===== config.mk =====
export PLATFORM = sky130hd
export DESIGN_NAME = midi_message_assembler_core_flat
export DESIGN_NICKNAME = d
export VERILOG_FILES = /design/src/hw/rtl/mma_pkg.sv /design/src/hw/rtl/mma_byte_if.sv /design/src/hw/rtl/mma_msg_if.sv /design/src/hw/rtl/midi_message_assembler_core.sv /design/src/flat_wrapper.sv
export SDC_FILE = /design/constraint.sdc
export NUM_CORES = 1
export LEC_CHECK = 0
export BUFFER_PORTS_ARGS = -buffer_cell sky130_fd_sc_hd__buf_2
export CAP_MARGIN = 20
export CORE_MARGIN = 5
export CORE_UTILIZATION = 55
export DETAILED_ROUTE_END_ITERATION = 12
export GPL_ROUTABILITY_DRIVEN = 0
export PLACE_DENSITY = 0.73
export REMOVE_ABC_BUFFERS = 1
export SETUP_SLACK_MARGIN = 0.02
export SLEW_MARGIN = 15
export SYNTH_ARGS = -nofsm -noshare
export SYNTH_HDL_FRONTEND = slang
export SYNTH_SLANG_ARGS = --single-unit

===== constraint.sdc =====
create_clock -name i_clk -period 6.2 [get_ports i_clk]
set_input_delay 0.31 -clock i_clk [delete_from_list [all_inputs] [get_ports i_clk]]
set_output_delay 0.31 -clock i_clk [all_outputs]
set_load 0.01 [all_outputs]

===== src/hw/rtl/mma_pkg.sv =====
// types, constants and a decode helper for the midi message assembler
`timescale 1ns / 1ps
`default_nettype none
package mma_pkg;

    localparam int NUM_PORTS = 4;

    typedef logic [1:0]      t_port;
    typedef logic [7:0]      t_byte;
    typedef logic [1:0]      t_len;
    typedef logic [1:0]      t_mode;
    typedef logic [1:0]      t_cnt;
    typedef logic [3:0]      t_mask;
    typedef logic [2:0][7:0] t_msg_buf;

    localparam t_mask MASK_RESET = 4'hf;

    localparam t_mode MODE_IDLE  = 2'd0;
    localparam t_mode MODE_DATA  = 2'd1;
    localparam t_mode MODE_SYSEX = 2'd2;

    localparam t_byte BYTE_ACTIVE_SENSE = 8'hfe;
    localparam t_byte BYTE_SYSEX_START  = 8'hf0;
    localparam t_byte BYTE_SYSEX_END    = 8'hf7;
    localparam t_byte BYTE_MTC_QFRAME   = 8'hf1;
    localparam t_byte BYTE_SONG_POS     = 8'hf2;
    localparam t_byte BYTE_SONG_SEL     = 8'hf3;
    localparam t_byte BYTE_STATUS_FLAG  = 8'h80;

    // data bytes that follow a channel status: program change and channel pressure take one
    function automatic t_cnt chan_data_len(input t_byte status);
        t_cnt len;
        unique case (status[6:4])
            3'd4, 3'd5: len = 2'd1;
            3'd7:       len = 2'd0;
            default:    len = 2'd2;
        endcase
        return len;
    endfunction

endpackage
`default_nettype wire


===== src/hw/rtl/mma_byte_if.sv =====
// valid/ready channel carrying one received byte and its port
`timescale 1ns / 1ps
`default_nettype none
interface mma_byte_if;
    import mma_pkg::*;

    logic  valid;
    logic  ready;
    t_port port_index;
    t_byte data_byte;

    modport source (output valid, output port_index, output data_byte, input ready);
    modport sink   (input valid, input port_index, input data_byte, output ready);
endinterface
`default_nettype wire


===== src/hw/rtl/mma_msg_if.sv =====
// valid/ready channel carrying one assembled midi message
`timescale 1ns / 1ps
`default_nettype none
interface mma_msg_if;
    import mma_pkg::*;

    logic  valid;
    logic  ready;
    t_port source_port;
    t_byte msg_status;
    t_byte msg_data1;
    t_byte msg_data2;
    t_len  msg_length;

    modport source (
        output valid, output source_port, output msg_status, output msg_data1,
        output msg_data2, output msg_length, input ready
    );
    modport sink (
        input valid, input source_port, input msg_status, input msg_data1,
        input msg_data2, input msg_length, output ready
    );
endinterface
`default_nettype wire


===== src/hw/rtl/midi_message_assembler_core.sv =====
// midi message assembler: per-port running status parser, one byte per cycle while o_msg is not stalled
//
// i_byte takes one received byte per transfer, tagged with the port it came
// from. o_msg gives one transfer per completed message: status, up to two
// data bytes and the number of valid bytes. Unused data bytes read as zero.
// Bytes on absent ports (mask bit clear) and active sense bytes are dropped.
// Sysex is skipped up to its end byte and gives no message.
// A byte transfer goes into the input register, then the parse and state
// update write its message into the output register on o_msg. Throughput
// is one byte per cycle while o_msg is not stalled, on any mix of ports,
// since the per-port state is read and written back in the parse cycle.
// When o_msg is stalled a byte in the parse stage is held there and
// i_byte.ready drops until the output register is taken.
// Reset clears both stages, sets every port to idle with no running status
// and the present mask to all ports. The user must write the mask through
// i_cfg_wr_en / i_cfg_wr_data while no bytes are in flight; the block does not enforce it.
`timescale 1ns / 1ps
`default_nettype none
module midi_message_assembler_core (
    input  wire logic          i_clk,
    input  wire logic          i_rst_n,
    input  wire logic          i_cfg_wr_en,
    input  wire mma_pkg::t_mask i_cfg_wr_data,
    mma_byte_if.sink           i_byte,
    mma_msg_if.source          o_msg
);
    import mma_pkg::*;

    // per-port parser state
    t_mode    r_mode [NUM_PORTS];
    t_msg_buf r_buf  [NUM_PORTS];
    t_cnt     r_fill [NUM_PORTS];
    t_cnt     r_due  [NUM_PORTS];
    t_byte    r_rs   [NUM_PORTS];
    t_mask    r_mask;

    // parse stage input register
    logic  r_s1_valid;
    t_port r_s1_port;
    t_byte r_s1_byte;

    // output register
    logic  r_out_valid;
    t_port r_out_port;
    t_byte r_out_status;
    t_byte r_out_data1;
    t_byte r_out_data2;
    t_len  r_out_len;

    logic     w_out_free;
    logic     w_process;
    logic     w_take;
    t_mode    n_mode;
    t_msg_buf n_buf;
    t_cnt     n_fill;
    t_cnt     n_due;
    t_byte    n_rs;
    logic     n_emit;
    t_len     n_len;
    t_byte    n_data1;
    t_byte    n_data2;
    t_cnt     w_rs_due;

    assign w_out_free   = !r_out_valid || o_msg.ready;
    assign i_byte.ready = !r_s1_valid || w_out_free;
    assign w_process    = r_s1_valid && w_out_free;

    assign w_take = (int'(r_s1_port) < NUM_PORTS) && r_mask[r_s1_port]
                    && (r_s1_byte != BYTE_ACTIVE_SENSE);
    assign w_rs_due = chan_data_len(r_rs[r_s1_port]);

    always_comb begin
        n_mode  = r_mode[r_s1_port];
        n_buf   = r_buf[r_s1_port];
        n_fill  = r_fill[r_s1_port];
        n_due   = r_due[r_s1_port];
        n_rs    = r_rs[r_s1_port];
        n_emit  = 1'b0;
        n_len   = 2'd1;
        n_data1 = '0;
        n_data2 = '0;

        unique case (r_mode[r_s1_port])
            MODE_IDLE: begin
                if (r_s1_byte[7]) begin
                    if (r_s1_byte[7:4] == 4'hf) begin
                        if (r_s1_byte == BYTE_SYSEX_START) begin
                            n_mode = MODE_SYSEX;
                        end else if (r_s1_byte == BYTE_MTC_QFRAME
                                     || r_s1_byte == BYTE_SONG_POS
                                     || r_s1_byte == BYTE_SONG_SEL) begin
                            n_mode   = MODE_DATA;
                            n_fill   = 2'd1;
                            n_due    = (r_s1_byte == BYTE_SONG_POS) ? 2'd2 : 2'd1;
                            n_buf[0] = r_s1_byte;
                        end else begin
                            // single byte system message
                            n_buf[0] = r_s1_byte;
                            n_fill   = 2'd1;
                            n_due    = 2'd0;
                            n_emit   = 1'b1;
                        end
                    end else begin
                        n_mode   = MODE_DATA;
                        n_fill   = 2'd1;
                        n_due    = chan_data_len(r_s1_byte);
                        n_buf[0] = r_s1_byte;
                        n_rs     = r_s1_byte;
                    end
                end else if ((r_rs[r_s1_port] & BYTE_STATUS_FLAG) != '0) begin
                    // running status: data byte reuses the last channel status
                    n_buf[0] = r_rs[r_s1_port];
                    n_buf[1] = r_s1_byte;
                    n_fill   = 2'd2;
                    if (w_rs_due > 2'd1) begin
                        n_due  = w_rs_due - 2'd1;
                        n_mode = MODE_DATA;
                    end else begin
                        n_due  = 2'd0;
                        n_mode = MODE_IDLE;
                        n_emit = 1'b1;
                    end
                end
            end
            MODE_DATA: begin
                // any byte, status included, is stored as data here
                if (r_fill[r_s1_port] < 2'd3) begin
                    n_buf[r_fill[r_s1_port]] = r_s1_byte;
                    n_fill = r_fill[r_s1_port] + 2'd1;
                end
                if (r_due[r_s1_port] <= 2'd1) begin
                    n_due  = 2'd0;
                    n_mode = MODE_IDLE;
                    n_emit = 1'b1;
                end else begin
                    n_due = r_due[r_s1_port] - 2'd1;
                end
            end
            MODE_SYSEX: begin
                if (r_s1_byte == BYTE_SYSEX_END) begin
                    n_mode = MODE_IDLE;
                    n_due  = 2'd0;
                    n_fill = 2'd0;
                end
            end
            default: begin
                n_mode = MODE_IDLE;
            end
        endcase

        n_len   = (n_fill == 2'd0) ? 2'd1 : n_fill;
        n_data1 = (n_len >= 2'd2) ? n_buf[1] : '0;
        n_data2 = (n_len == 2'd3) ? n_buf[2] : '0;
        if (n_emit) begin
            n_fill = 2'd0;
        end
    end

    always_ff @(posedge i_clk) begin
        if (!i_rst_n) begin
            r_s1_valid  <= 1'b0;
            r_out_valid <= 1'b0;
            r_mask      <= MASK_RESET;
            for (int p = 0; p < NUM_PORTS; p++) begin
                r_mode[p] <= MODE_IDLE;
                r_buf[p]  <= '0;
                r_fill[p] <= '0;
                r_due[p]  <= '0;
                r_rs[p]   <= '0;
            end
        end else begin
            if (i_cfg_wr_en) begin
                r_mask <= i_cfg_wr_data;
            end
            if (i_byte.ready) begin
                r_s1_valid <= i_byte.valid;
            end
            if (w_process && w_take) begin
                r_mode[r_s1_port] <= n_mode;
                r_buf[r_s1_port]  <= n_buf;
                r_fill[r_s1_port] <= n_fill;
                r_due[r_s1_port]  <= n_due;
                r_rs[r_s1_port]   <= n_rs;
            end
            if (w_out_free) begin
                r_out_valid <= w_process && w_take && n_emit;
            end
        end
    end

    always_ff @(posedge i_clk) begin
        if (i_byte.valid && i_byte.ready) begin
            r_s1_port <= i_byte.port_index;
            r_s1_byte <= i_byte.data_byte;
        end
        if (w_out_free) begin
            r_out_port   <= r_s1_port;
            r_out_status <= n_buf[0];
            r_out_data1  <= n_data1;
            r_out_data2  <= n_data2;
            r_out_len    <= n_len;
        end
    end

    assign o_msg.valid       = r_out_valid;
    assign o_msg.source_port = r_out_port;
    assign o_msg.msg_status  = r_out_status;
    assign o_msg.msg_data1   = r_out_data1;
    assign o_msg.msg_data2   = r_out_data2;
    assign o_msg.msg_length  = r_out_len;

endmodule
`default_nettype wire


===== src/flat_wrapper.sv =====
// flat-port wrapper written by rule: the top's interface ports become plain ports
module midi_message_assembler_core_flat import mma_pkg::*;
  (i_clk, i_rst_n, i_cfg_wr_en, i_cfg_wr_data, i_byte_valid, i_byte_port_index, i_byte_data_byte, i_byte_ready, o_msg_valid, o_msg_source_port, o_msg_msg_status, o_msg_msg_data1, o_msg_msg_data2, o_msg_msg_length, o_msg_ready);
  mma_byte_if i_byte_i ();
  mma_msg_if o_msg_i ();
  input  wire logic i_clk;
  input  wire logic i_rst_n;
  input  wire logic i_cfg_wr_en;
  input  wire mma_pkg::t_mask i_cfg_wr_data;
  input wire logic [$bits(i_byte_i.valid)-1:0] i_byte_valid;
  input wire logic [$bits(i_byte_i.port_index)-1:0] i_byte_port_index;
  input wire logic [$bits(i_byte_i.data_byte)-1:0] i_byte_data_byte;
  output wire logic [$bits(i_byte_i.ready)-1:0] i_byte_ready;
  output wire logic [$bits(o_msg_i.valid)-1:0] o_msg_valid;
  output wire logic [$bits(o_msg_i.source_port)-1:0] o_msg_source_port;
  output wire logic [$bits(o_msg_i.msg_status)-1:0] o_msg_msg_status;
  output wire logic [$bits(o_msg_i.msg_data1)-1:0] o_msg_msg_data1;
  output wire logic [$bits(o_msg_i.msg_data2)-1:0] o_msg_msg_data2;
  output wire logic [$bits(o_msg_i.msg_length)-1:0] o_msg_msg_length;
  input wire logic [$bits(o_msg_i.ready)-1:0] o_msg_ready;
  assign i_byte_i.valid = i_byte_valid;
  assign i_byte_i.port_index = i_byte_port_index;
  assign i_byte_i.data_byte = i_byte_data_byte;
  assign i_byte_ready = i_byte_i.ready;
  assign o_msg_valid = o_msg_i.valid;
  assign o_msg_source_port = o_msg_i.source_port;
  assign o_msg_msg_status = o_msg_i.msg_status;
  assign o_msg_msg_data1 = o_msg_i.msg_data1;
  assign o_msg_msg_data2 = o_msg_i.msg_data2;
  assign o_msg_msg_length = o_msg_i.msg_length;
  assign o_msg_i.ready = o_msg_ready;
  midi_message_assembler_core u_core (.i_clk(i_clk), .i_rst_n(i_rst_n), .i_cfg_wr_en(i_cfg_wr_en), .i_cfg_wr_data(i_cfg_wr_data), .i_byte(i_byte_i), .o_msg(o_msg_i));
endmodule

# --- Yosys cells after proc, flatten, opt, wreduce, memory -nomap -nowiden ---
# Memories as Yosys holds them, arrays and structs flattened. A register that Yosys moved wholly into a read port is not among the register bits.
# Index checks and enable logic that the tools add are counted.
word_totals:
  ff_bits: 44
  ramBits: 152
  input_bits: 19
  out_inout_bits: 30
  elab_cells: 140
  mem_count: 5
memory_table:
  columns: ["memory", "depth", "width", "read_ports", "rd_clocked_by_memory_dff", "write_ports", "line_no", "text"]
  rows:
  - ["u_core.r_buf", 4, 24, 1, 1, 4, "midi_message_assembler_core.sv:31", "t_msg_buf r_buf [NUM_PORTS];"]
  - ["u_core.r_rs", 4, 8, 1, 1, 4, "midi_message_assembler_core.sv:34", "t_byte r_rs [NUM_PORTS];"]
  - ["u_core.r_due", 4, 2, 1, 1, 4, "midi_message_assembler_core.sv:33", "t_cnt r_due [NUM_PORTS];"]
  - ["u_core.r_fill", 4, 2, 1, 1, 4, "midi_message_assembler_core.sv:32", "t_cnt r_fill [NUM_PORTS];"]
  - ["u_core.r_mode", 4, 2, 1, 1, 4, "midi_message_assembler_core.sv:30", "t_mode r_mode [NUM_PORTS];"]
op_classes:
  addsub: 3
  n_lt_le_gt_ge: 7
  n_eq_ne: 16
  mux: 78
  n_reduce_logical: 21
op_table:
  columns: ["op", "n"]
  rows:
  - ["8-bit two-way mux", 10]
  - ["2-bit two-way mux", 37]
  - ["24-bit two-way mux", 2]
  - ["8-bit equality test, second input constant", 5]
  - ["16-bit one-hot mux with 2 select lines", 1]
  - ["24-bit bitwise mux", 1]
  - ["24-bit OR reduction", 1]
  - ["3-bit equality test, second input constant", 6]
  - ["1-bit two-way mux", 18]
  - ["2-bit one-hot mux with 3 select lines", 3]
  - ["8-bit demux with 2-bit select", 1]
  - ["16-bit two-way mux", 1]
  - ["2-bit OR reduction", 5]
  - ["8-bit != test, second input constant", 1]
  - ["2-bit one-hot mux with 2 select lines", 2]
  - ["8-bit OR reduction", 1]
  - ["1-bit logical AND", 6]
  - ["2-bit by 3-bit < comparator with 1-bit output, second input constant", 2]
  - ["2-bit equality test, second input constant", 2]
  - ["4-bit equality test, second input constant", 1]
  - ["2-bit zero test", 2]
  - ["1-bit logical OR", 4]
  - ["2-bit by 1-bit subtractor with 2-bit output, second input constant", 2]
  - ["2-bit by 1-bit adder with 2-bit output, second input constant", 1]
  - ["other kinds (9)", 10]

# --- Logic depth before layout (Yosys ltp) ---
logic_depth:
  word_depth: 10
  ltp_mapped: 9
  mapped_depth_nobuf: 6

# --- Least setup slack after synthesis ---
# OpenSTA, ideal clock, no wires.
synth_timing:
  path_kind: "reg2reg"
  from: "register u_core.r_out_valid, in the netlist u_core.o_msg.valid"
  to: "memory u_core.r_buf[2][0] (netlist bit) (enable)"
  arrival_ns: 4.261
  slack_ns: 1.453
  path_stages_with_launch: 6
  period_less_slack_ns: 4.747
  cell_sequence: "dfxtp_1 > nor2b_1 > inv_1 > nand2_1 > or2_2 > o21ai_0"
synth_rtl:
  columns: ["item", "line_no", "text"]
  rows:
  - ["start: declaration", "midi_message_assembler_core.sv:43", "logic r_out_valid;"]
  - ["start signal: assignment", "midi_message_assembler_core.sv:186", "r_out_valid <= w_process && w_take && n_emit;"]
  - ["end: declaration", "midi_message_assembler_core.sv:31", null]

==> flow_summary.toml <==
[status]
outcome = "finished clean"

[grt]
grt_pass1_vias = 5920
antenna_found_initial = 0
grt_max_degree = 40
grt.overflow.total = 0
grt.total_usage_pct = 22.3
grt_pass1_wl_um = 33200

[floorplan]
start_util_pct = 55.5
core_area_um2 = 16400
die_h_um = 139
die_area_um2 = 19200
rows = 47
io_pins = 49
die_w_um = 139

[logic_synthesis]
synth_warnings = 0
synth_common_cells = "edfxtp_1, nor2_1, mux4_2, a21oi_1"
synth.ff_latch_count = 198
synth_top_area_cell = "edfxtp_1"
synth_top_area_share_pct = 62.7
syn_area_um2 = 9100
synth_edf_count = 190
yosys-top-cells-area = "edfxtp_1, mux4_2, nor2_1, mux2i_1, dfxtp_1"
syn_area_per_cell_um2 = 13.8
yosysMostFrequentCell = "edfxtp_1"
synth_top_flop_cell = "edfxtp_1"
ys_seq_area_share_pct = 64.5
async_flop_share_pct = 0
syn_inst = 660
synth_cell_types = 66

[timing]
report.final.hold_viol_count = 0
clock_skew_ns = 0.00944
fmax_ghz = 0.255
worst_slack_ns = 2.28
rsz0062_at_grt = "no"
final.period_utilization_pct = 63.3
tns_ns = 0
hold_slack_ns = 0.0427
min_period_ns = 3.92
worst_pin_slew_ns = 1.06
setup_viol = 0
slew_headroom_pct = 29.5
drv_slew = 0

[routing]
routedWlPerCell_um = 22.9
firstDrtPassIters = 7
via_count = 5695
ant_nets = 0
wl_um = 21100
drtIter0Drc = 627
via_per_inst = 6.20
drcViolationCount = 0

[power]
p_leak_nw = 3.69
finalPower_mw = 3.19
vdd_drop_max_mv = 0.189
p_per_area_nw_per_um2 = 315

[clock_tree]
hold_buffers = 0
cts-root-buf = "clkbuf_16"
cts.clk_slew.worst_paths_ns = 0.07
cts_setup_buffers = 0
cts_resized = 0
cts_tree = "built"
htreeDepth = 4
clock_path_buffers = 2
clock-sinks = 198
numCtsBuffers = 17
clk-insertion-delay-late_ns = 0.44

[placement]
dpl.hpwl_um = 12600
post-place-ws_ns = 2.33
numPortBuffers = 48
dp_cells = 886
placed_cell_area_um2 = 9470

[finish]
nets = 705
insertedDiodeCount = 0
fin_cells = 919
nFillCells = 1231
drive_gt1_share_pct = 21.9
fin_area_um2 = 10100
area_growth_pct = 11.1
post-route-util_pct = 61.6

[critical_path]
critPathLaunchType = "flip-flop"
cp-end-kind = "flip-flop"
cpPeakStageDelay_ns = 0.74
worstSetupPathType = "reg -> reg"
critPathRequiredTime_ns = 6.16
cp_data_arrival_time_ns = 3.88
cp_cell_sequence = "nand4_1 -> o41ai_1 -> or3_1 -> or3_4 -> nand2_2"
worst-path-max-fanout = 39
crit_buf_inv = 0
crit_family = "simple AND/OR/NAND/NOR gates"
cp_slowest_cell = "edfxtp_1"

[flow_run]
max-cap-violations = 0

[worst_hold_path]
worstHoldPathType = "in -> reg"
## worst reg2reg max path: cells and delay by family (launching register included)
family          cells  cell delay, ns
flops               1            0.74
simple gates        4            1.97
compound gates      1            0.71
## cells by family (layout without fill, tap and decap cells)
logic type,after synthesis,in the layout,share of synthesized area [%]
DFF,198,198,64.5
AOI/OAI and AO/OA,85,85,7.07
muxes,67,67,12.9
buffers and inverters,73,112,3.62
and+or+nand+nor,237,237,11.9
## metal layers
layer	GRT usage (%)	share of wire (%)
met5	0	0
met4	7.67	2.3
met3	4.14	7.5
met2	36.9	49
met1	30.2	41
## registers in the layout (all words and copies together), names as in the netlist, named ones only
register,count
u_core.r_s1_valid,1
u_core.o_msg.msg_status,8
u_core.r_mode,8
u_core.r_fill,8
u_core.r_rs,32
u_core.o_msg.valid,1
u_core.o_msg.source_port,2
u_core.o_msg.msg_length,2
u_core.o_msg.msg_data1,8
u_core.r_s1_port,2
u_core.o_msg.msg_data2,8
u_core.r_due,8
u_core.r_s1_byte,8
u_core.r_mask,4
u_core.r_buf,96
## final cells by class
class,instances,area [um^2],area share [%]
clock buffers,18,439,4.34
clock inverters,14,184,1.82
inverters,22,82.6,0.817
multi-input cells,389,2930,29.0
flip-flops and latches,198,5870,58.1
well taps,220,275,2.72
repair buffers,58,328,3.24
## worst paths after layout
kind                                          start  slack, ns             endpoint  cells after the start
worst max-delay path            u_core.r_s1_byte[7]       2.28  u_core.r_mode[0][1]                      5
worst min-delay path            i_byte_data_byte[2]       0.04  u_core.r_s1_byte[2]                      1
worst max register to register  u_core.r_s1_byte[7]       2.28  u_core.r_mode[0][1]                      5
worst min register to register     u_core.r_mask[3]       0.50     u_core.r_mask[3]                      2
## power by group
| group | total, mW | switching (mW) | internal [mW] |
|---|---|---|---|
| clock network | 1.15 | 0.528 | 0.627 |
| logic | 0.431 | 0.277 | 0.154 |
| registers | 1.60 | 0.0415 | 1.56 |
| total | 3.19 | 0.847 | 2.34 |
## placed cells by master (no fill, tap or decap), types with 6 or more instances in the layout
cell type / instances
nor3b_1: 6
buf_2: 48
nor2_1: 144
mux4_2: 36
o21ai_0: 7
inv_1: 22
dfxtp_1: 6
nor3_1: 23
mux2i_1: 24
clkbuf_16: 17
a21oi_1: 27
edfxtp_1: 190
nand2_1: 22
buf_4: 9
No activity file was read; power rests on OpenSTA's default activity.
